[config.mk]
export PLATFORM = sky130hd
export DESIGN_NAME = fmm_ctrl
export DESIGN_NICKNAME = d
export VERILOG_FILES = /design/src/rtl/fmm_pkg.sv /design/src/rtl/fmm_ctrl.sv
export SDC_FILE = /design/constraint.sdc
export NUM_CORES = 1
export LEC_CHECK = 0
export BUFFER_PORTS_ARGS = -buffer_cell sky130_fd_sc_hd__clkbuf_2
export CORE_ASPECT_RATIO = 0.8
export CORE_UTILIZATION = 40
export DETAILED_ROUTE_END_ITERATION = 12
export GPL_TIMING_DRIVEN = 0
export PLACE_DENSITY = 0.71
export SLEW_MARGIN = 20
export SYNTH_ARGS = -nofsm -noshare
export SYNTH_HDL_FRONTEND = slang
export SYNTH_SLANG_ARGS = --single-unit
[constraint.sdc]
create_clock -name clk_i -period 1.7 [get_ports clk_i]
set_input_delay 0.255 -clock clk_i [delete_from_list [all_inputs] [get_ports clk_i]]
set_output_delay 0.255 -clock clk_i [all_outputs]
set_load 0.1 [all_outputs]
[src/rtl/fmm_pkg.sv]
// Shared types, constants and binary32 helper functions for the matrix multiply block.
// No dependencies; every other file of the block imports this package.
package fmm_pkg;

  // Store geometry and field widths.
  localparam int MaxDim  = 16;
  localparam int IdxW    = 4;
  localparam int AddrW   = 2 * IdxW;
  localparam int DimW    = 5;
  localparam int CfgIdxW = 2;
  localparam int FpW     = 32;

  // Default NaN pattern produced by invalid operations.
  localparam logic [FpW-1:0] DefaultNan = 32'hFFC0_0000;
  localparam logic [FpW-1:0] QuietBit   = 32'h0040_0000;

  typedef enum logic [1:0] {
    OP_WR_A    = 2'd0,
    OP_WR_B    = 2'd1,
    OP_COMPUTE = 2'd2,
    OP_NONE    = 2'd3
  } op_e;

  typedef enum logic [1:0] {
    STAT_OK  = 2'd0,
    STAT_ROW = 2'd1,
    STAT_COL = 2'd2
  } status_e;

  typedef enum logic [CfgIdxW-1:0] {
    CFG_ROWS_A = 2'd0,
    CFG_INNER  = 2'd1,
    CFG_COLS_B = 2'd2
  } cfg_reg_e;

  typedef enum logic [3:0] {
    CS_IDLE,
    CS_DISPATCH,
    CS_READ,
    CS_MUL0,
    CS_MUL1,
    CS_MUL2,
    CS_ADD0,
    CS_ADD1,
    CS_ADD2,
    CS_ADD3,
    CS_DONE
  } ctrl_state_e;

  // Commands from the controller to the datapath.
  typedef struct packed {
    logic            load_item;
    logic            wr_mem;
    logic            clr_acc;
    logic            acc_en;
    logic            out_load;
    logic [DimW-1:0] k;
  } dp_cmd_t;

  // Status from the datapath to the controller.
  typedef struct packed {
    op_e             op;
    logic            ok;
    logic [DimW-1:0] kd;
  } dp_sts_t;

  // A dimension register above the store size acts as the store size.
  function automatic logic [DimW-1:0] eff_dim(input logic [DimW-1:0] d);
    return (d > DimW'(MaxDim)) ? DimW'(MaxDim) : d;
  endfunction

  // Row is checked before column.
  function automatic status_e check_bounds(input logic [IdxW-1:0] r, input logic [IdxW-1:0] c,
                                           input logic [DimW-1:0] nr,
                                           input logic [DimW-1:0] nc);
    status_e st;
    st = STAT_OK;
    if ({1'b0, r} >= nr) begin
      st = STAT_ROW;
    end else if ({1'b0, c} >= nc) begin
      st = STAT_COL;
    end
    return st;
  endfunction

  // Leading zero count of a 48-bit word; 48 for an all-zero word.
  function automatic logic [5:0] lzc48(input logic [47:0] v);
    logic [5:0] n;
    n = 6'd48;
    for (int i = 0; i < 48; i++) begin
      if (v[i]) begin
        n = 6'(47 - i);
      end
    end
    return n;
  endfunction

  // Round to nearest even and pack. The mantissa has its leading one at bit 47
  // and the value is man/2^47 * 2^(exp-127). Tiny values are denormalized with
  // a sticky bit; large ones overflow to infinity.
  function automatic logic [FpW-1:0] round_pack(input logic sgn,
                                                input logic signed [10:0] exp,
                                                input logic [47:0] man);
    logic [47:0]        m;
    logic [47:0]        shr;
    logic [10:0]        sh;
    logic               inc;
    logic [24:0]        r;
    logic signed [10:0] e;
    logic signed [10:0] ev;
    logic [FpW-1:0]     res;
    if (exp >= 11'sd1) begin
      m = man;
      e = exp;
    end else begin
      sh  = 11'(11'sd1 - exp);
      shr = man >> sh;
      m   = shr | {47'b0, ((shr << sh) != man)};
      e   = 11'sd0;
    end
    inc = m[23] & ((|m[22:0]) | m[24]);
    r   = {1'b0, m[47:24]} + {24'b0, inc};
    if (e >= 11'sd1) begin
      ev = e + $signed({10'b0, r[24]});
      if (ev >= 11'sd255) begin
        res = {sgn, 8'hFF, 23'b0};
      end else begin
        res = {sgn, ev[7:0], r[22:0]};
      end
    end else begin
      res = {sgn, 7'b0, r[23], r[22:0]};
    end
    return res;
  endfunction

endpackage

[src/rtl/fmm_ctrl.sv]
// Sequencing state machine of the matrix multiply block.
// Depends on fmm_pkg; drives the datapath through dp_cmd_t.
module fmm_ctrl import fmm_pkg::*; (
  input  logic    clk_i,
  input  logic    rst_ni,
  input  logic    in_valid_i,
  output logic    in_ready_o,
  output logic    out_valid_o,
  input  logic    out_ready_i,
  input  dp_sts_t sts_i,
  output dp_cmd_t cmd_o
);

  ctrl_state_e     state_q, state_d;
  logic [DimW-1:0] k_q, k_d;
  logic            out_valid_q, out_valid_d;
  logic            out_free;
  logic [DimW-1:0] k_next;

  // State, inner index and result-valid registers.
  always_ff @(posedge clk_i or negedge rst_ni) begin
    if (!rst_ni) begin
      state_q     <= CS_IDLE;
      k_q         <= '0;
      out_valid_q <= 1'b0;
    end else begin
      state_q     <= state_d;
      k_q         <= k_d;
      out_valid_q <= out_valid_d;
    end
  end

  assign out_free    = !out_valid_q || out_ready_i;
  assign k_next      = k_q + DimW'(1);
  assign in_ready_o  = (state_q == CS_IDLE);
  assign out_valid_o = out_valid_q;

  // Next state and datapath commands.
  always_comb begin
    state_d   = state_q;
    k_d       = k_q;
    cmd_o     = '0;
    cmd_o.k   = k_q;
    unique case (state_q)
      CS_IDLE: begin
        cmd_o.load_item = in_valid_i;
        if (in_valid_i) begin
          state_d = CS_DISPATCH;
        end
      end
      CS_DISPATCH: begin
        cmd_o.clr_acc = 1'b1;
        k_d           = '0;
        if (sts_i.ok && (sts_i.op == OP_WR_A || sts_i.op == OP_WR_B)) begin
          cmd_o.wr_mem = 1'b1;
          state_d      = CS_DONE;
        end else if (sts_i.ok && sts_i.op == OP_COMPUTE && sts_i.kd != '0) begin
          state_d = CS_READ;
        end else begin
          state_d = CS_DONE;
        end
      end
      CS_READ: state_d = CS_MUL0;
      CS_MUL0: state_d = CS_MUL1;
      CS_MUL1: state_d = CS_MUL2;
      CS_MUL2: state_d = CS_ADD0;
      CS_ADD0: state_d = CS_ADD1;
      CS_ADD1: state_d = CS_ADD2;
      CS_ADD2: state_d = CS_ADD3;
      CS_ADD3: begin
        cmd_o.acc_en = 1'b1;
        k_d          = k_next;
        state_d      = (k_next == sts_i.kd) ? CS_DONE : CS_READ;
      end
      CS_DONE: begin
        if (out_free) begin
          cmd_o.out_load = 1'b1;
          state_d        = CS_IDLE;
        end
      end
      default: state_d = CS_IDLE;
    endcase
  end

  // The result register holds until the sink takes it.
  always_comb begin
    if (cmd_o.out_load) begin
      out_valid_d = 1'b1;
    end else if (out_ready_i) begin
      out_valid_d = 1'b0;
    end else begin
      out_valid_d = out_valid_q;
    end
  end

endmodule

==> flow_summary.yaml <==
status:
  outcome: "finished, violations left"
  failed_checks: "setup timing"
routing:
  wl_per_cell_um: 12.99
  drc: 0
  finalWirelength_um: 1715
  drtIter0Drc: 9
  routed-via-count: 680
  first_pass_iters: 4
  antenna_left: 0
  via_per_inst: 5.152
power:
  p_per_area_nw_per_um2: 1837
  peakVddDrop_v: 0.001116
  leakage_nw: 0.4828
global_route:
  grt_pass1_vias: 618
  grt.busiest_layer: "met2"
  antenna_found_initial: 0
  grt_max_degree: 11
  globalRouteMet2Util: 0.3277
  gr-total-overflow: 0
  grt_util_all_layers: 0.2109
  grt_pass1_wl_um: 2553
  use_met1: 0.2600
  grt_use_met3: 0.07944
cts:
  clock_path_buffers: 2
  cts_made_buffers: 3
  cts_tree: "yes"
  clk_pin_slew_ns: 0.08
  root_buffer: "clkbuf_4"
  htreeDepth: 1
  clock_sinks: 10
  insertion_delay_ns: 0.28
finish:
  syn_to_final_growth_pct: 59.19
  final_nets: 125
  final_common_cell: "clkbuf_2"
  drive_gt1_frac: 0.5135
  final_core_util: 0.7290
  diodes: 0
  final_cells: 132
  final_cell_mix: "clkbuf_2 (17), nand2_1 (13), buf_4 (8), dfrtp_2 (6), xor2_1 (5)"
  fin_area_um2: 1084
yosys:
  netlist_instances: 77
  synth-seq-area-share: 0.3676
  synth-seq-cells: 10
  synthesis.area_um2: 680.7
  synth_fp_nets: 90
  avgSynthCellArea_um2: 8.840
  yosysUniqueCellTypes: 32
  yosysWarningCount: 0
timing:
  finalSetupTns_ns: -0.6305
  final_max_slew_viol_count: 0
  hold_viol_final: 0
  worstMarginPinSlew_ns: 0.5400
  finClkSkew_ns: 0.01131
  setup_violations: 4
  fin_ws_ns: -0.2822
  rsz0062_at_grt: "true"
  timing.slew.headroom: 0.6415
  fmax_ghz: 0.5045
  min_period_ns: 1.982
  period_share: 1.166
hold_path:
  worstHoldStart: "sts_i[6]"
  hp-class: "input pin to flip-flop"
worst_setup_path:
  worstSetupPathType: "flip-flop to output port"
  reg2reg_depth: 7
  path_max_fanout: 4
  crit_path_end: "cmd_o[8]"
  critical_path.top_delay_family: "simple AND/OR/NAND/NOR gates"
  slowest_delay_ns: 0.41
  cp_data_required_time_ns: 1.44
  slowest_stage: "or3b_4"
  rrSetupSlack_ns: 0.10
  crit_chain: "buf_6 > or3b_4 > nor4b_4 > buf_8"
  r2r_end: "k_q[4]"
  cp.arrival_ns: 1.73
  end_kind: "output port"
  startpoint_type: "flip-flop"
  critical_path_depth: 4
  crit_buf_inv: 2
  critPathLaunch: "state_q[2]"
  r2r_start: "state_q[2]"
die:
  die-area_um2: 1872
  initial_core_util: 0.4579
  io_pins: 24
  die_x_um: 48.12
  die_h_um: 38.90
  rows: 12
  core_area_um2: 1486
placement:
  dp_cells: 121
  place_congestion: 0.7660
  portBuffers: 23
  hpwl_um: 1164
  dp_slack_ns: -0.3503
  placed_area_um2: 869.6
run:
  drv_cap: 0
==> per-stage QoR <==
stage / hold slack, ns / power, W
2_1_floorplan: -0.04059 / 0.001315
3_3_place_gp: 0.1384 / 0.001456
3_5_place_dp: 0.1386 / 0.001468
4_1_cts: 0.2377 / 0.001869
5_1_grt: 0.2303 / 0.002089
6_report: 0.2279 / 0.001990
==> worst register-to-register path: stages (launching register included) <==
cell     delay, ns
dfrtp_1       0.38
buf_6         0.13
or3b_4        0.41
buf_4         0.16
buf_4         0.15
a21o_1        0.15
nand2_1       0.05
o31ai_1       0.05
==> flip-flops by register name, summed over array words and instances (netlist names) <==
register and count:
state_q 4, out_valid_o 1, k_q 5
==> cells in the mapped netlist <==
cell type	n	area [µm²]
a21o_1	2	15.01
buf_2	1	5.000
nor3_1	2	10.01
nand2_1	13	48.80
or4_1	1	7.510
xnor2_1	3	26.28
o21ba_1	1	10.01
inv_1	2	7.510
o21ai_1	3	15.01
buf_4	2	15.01
a21oi_1	1	5.000
buf_6	2	22.52
a221oi_1	1	8.760
or3b_1	1	8.760
and2_1	1	6.260
o21ai_0	1	5.000
o31ai_1	3	22.52
o311ai_2	1	16.27
xor2_1	5	43.79
ha_1	1	12.51
nor2_2	1	6.260
nand3_1	5	25.02
nor3b_1	1	7.510
nor2b_1	1	6.260
a31oi_1	1	6.260
dfrtp_1	10	250.2
nand2b_1	1	6.260
nor2_1	5	18.77
nor4b_2	1	15.01
clkbuf_1	1	3.750
nor2_4	1	11.26
nor4_1	2	12.51
==> how the worst min path moves through the flow <==
stage	endpoint	slack [ns]	cells after the start
final	state_q[3]	0.23	3
after global routing	state_q[3]	0.23	3
after CTS	state_q[3]	0.24	3
after detailed placement	state_q[1]	0.14	1
after global placement	k_q[4]	0.14	1
after floorplan	k_q[0]	-0.04	0
==> power breakdown <==
part / total [W] / internal [W] / switching [W]
Sequential: 0.000383 / 0.000313 / 0.0000701
Combinational: 0.00138 / 0.000521 / 0.000858
Clock: 0.000229 / 0.000130 / 0.0000985
Total: 0.00199 / 0.000964 / 0.00103
==> layout make-up <==
cell class                      instances  area (µm²)
Buffer                                  5       55.05
Clock buffer                            4       36.28
Fill cell                             102       402.9
Inverter                                2       11.26
Multi-Input combinational cell         59       432.9
Sequential cell                        10       257.7
Tap cell                               21       26.28
Timing Repair Buffer                   31       264.0
==> cell families after synthesis <==
kind of cell	after synthesis	synth area share
and+or+nand+nor	36	0.2794
xor gates and xnor gates	8	0.1029
AOI/OAI and AO/OA	14	0.1526
buffers and inverters	8	0.07903
DFF	10	0.3676
adders and majority gates	1	0.01838
==> layer usage <==
metal,part of all wire,wire length (µm)
met5,0,0
met4,0.024,42
met3,0.059,102
met2,0.47,801
met1,0.45,768
==> repair_timing <==
| item | 4_1_cts | 5_1_grt |
|---|---|---|
| gates resized for setup | 21 | 11 |
| endpoints found under the hold margin | 10 | 0 |
| setup endpoints to repair | 6 | 8 |
| setup buffers | 4 | 3 |
| pin swaps | 4 | 4 |
| hold buffers | 1 | 0 |
No activity file was read; power rests on OpenSTA's default activity.
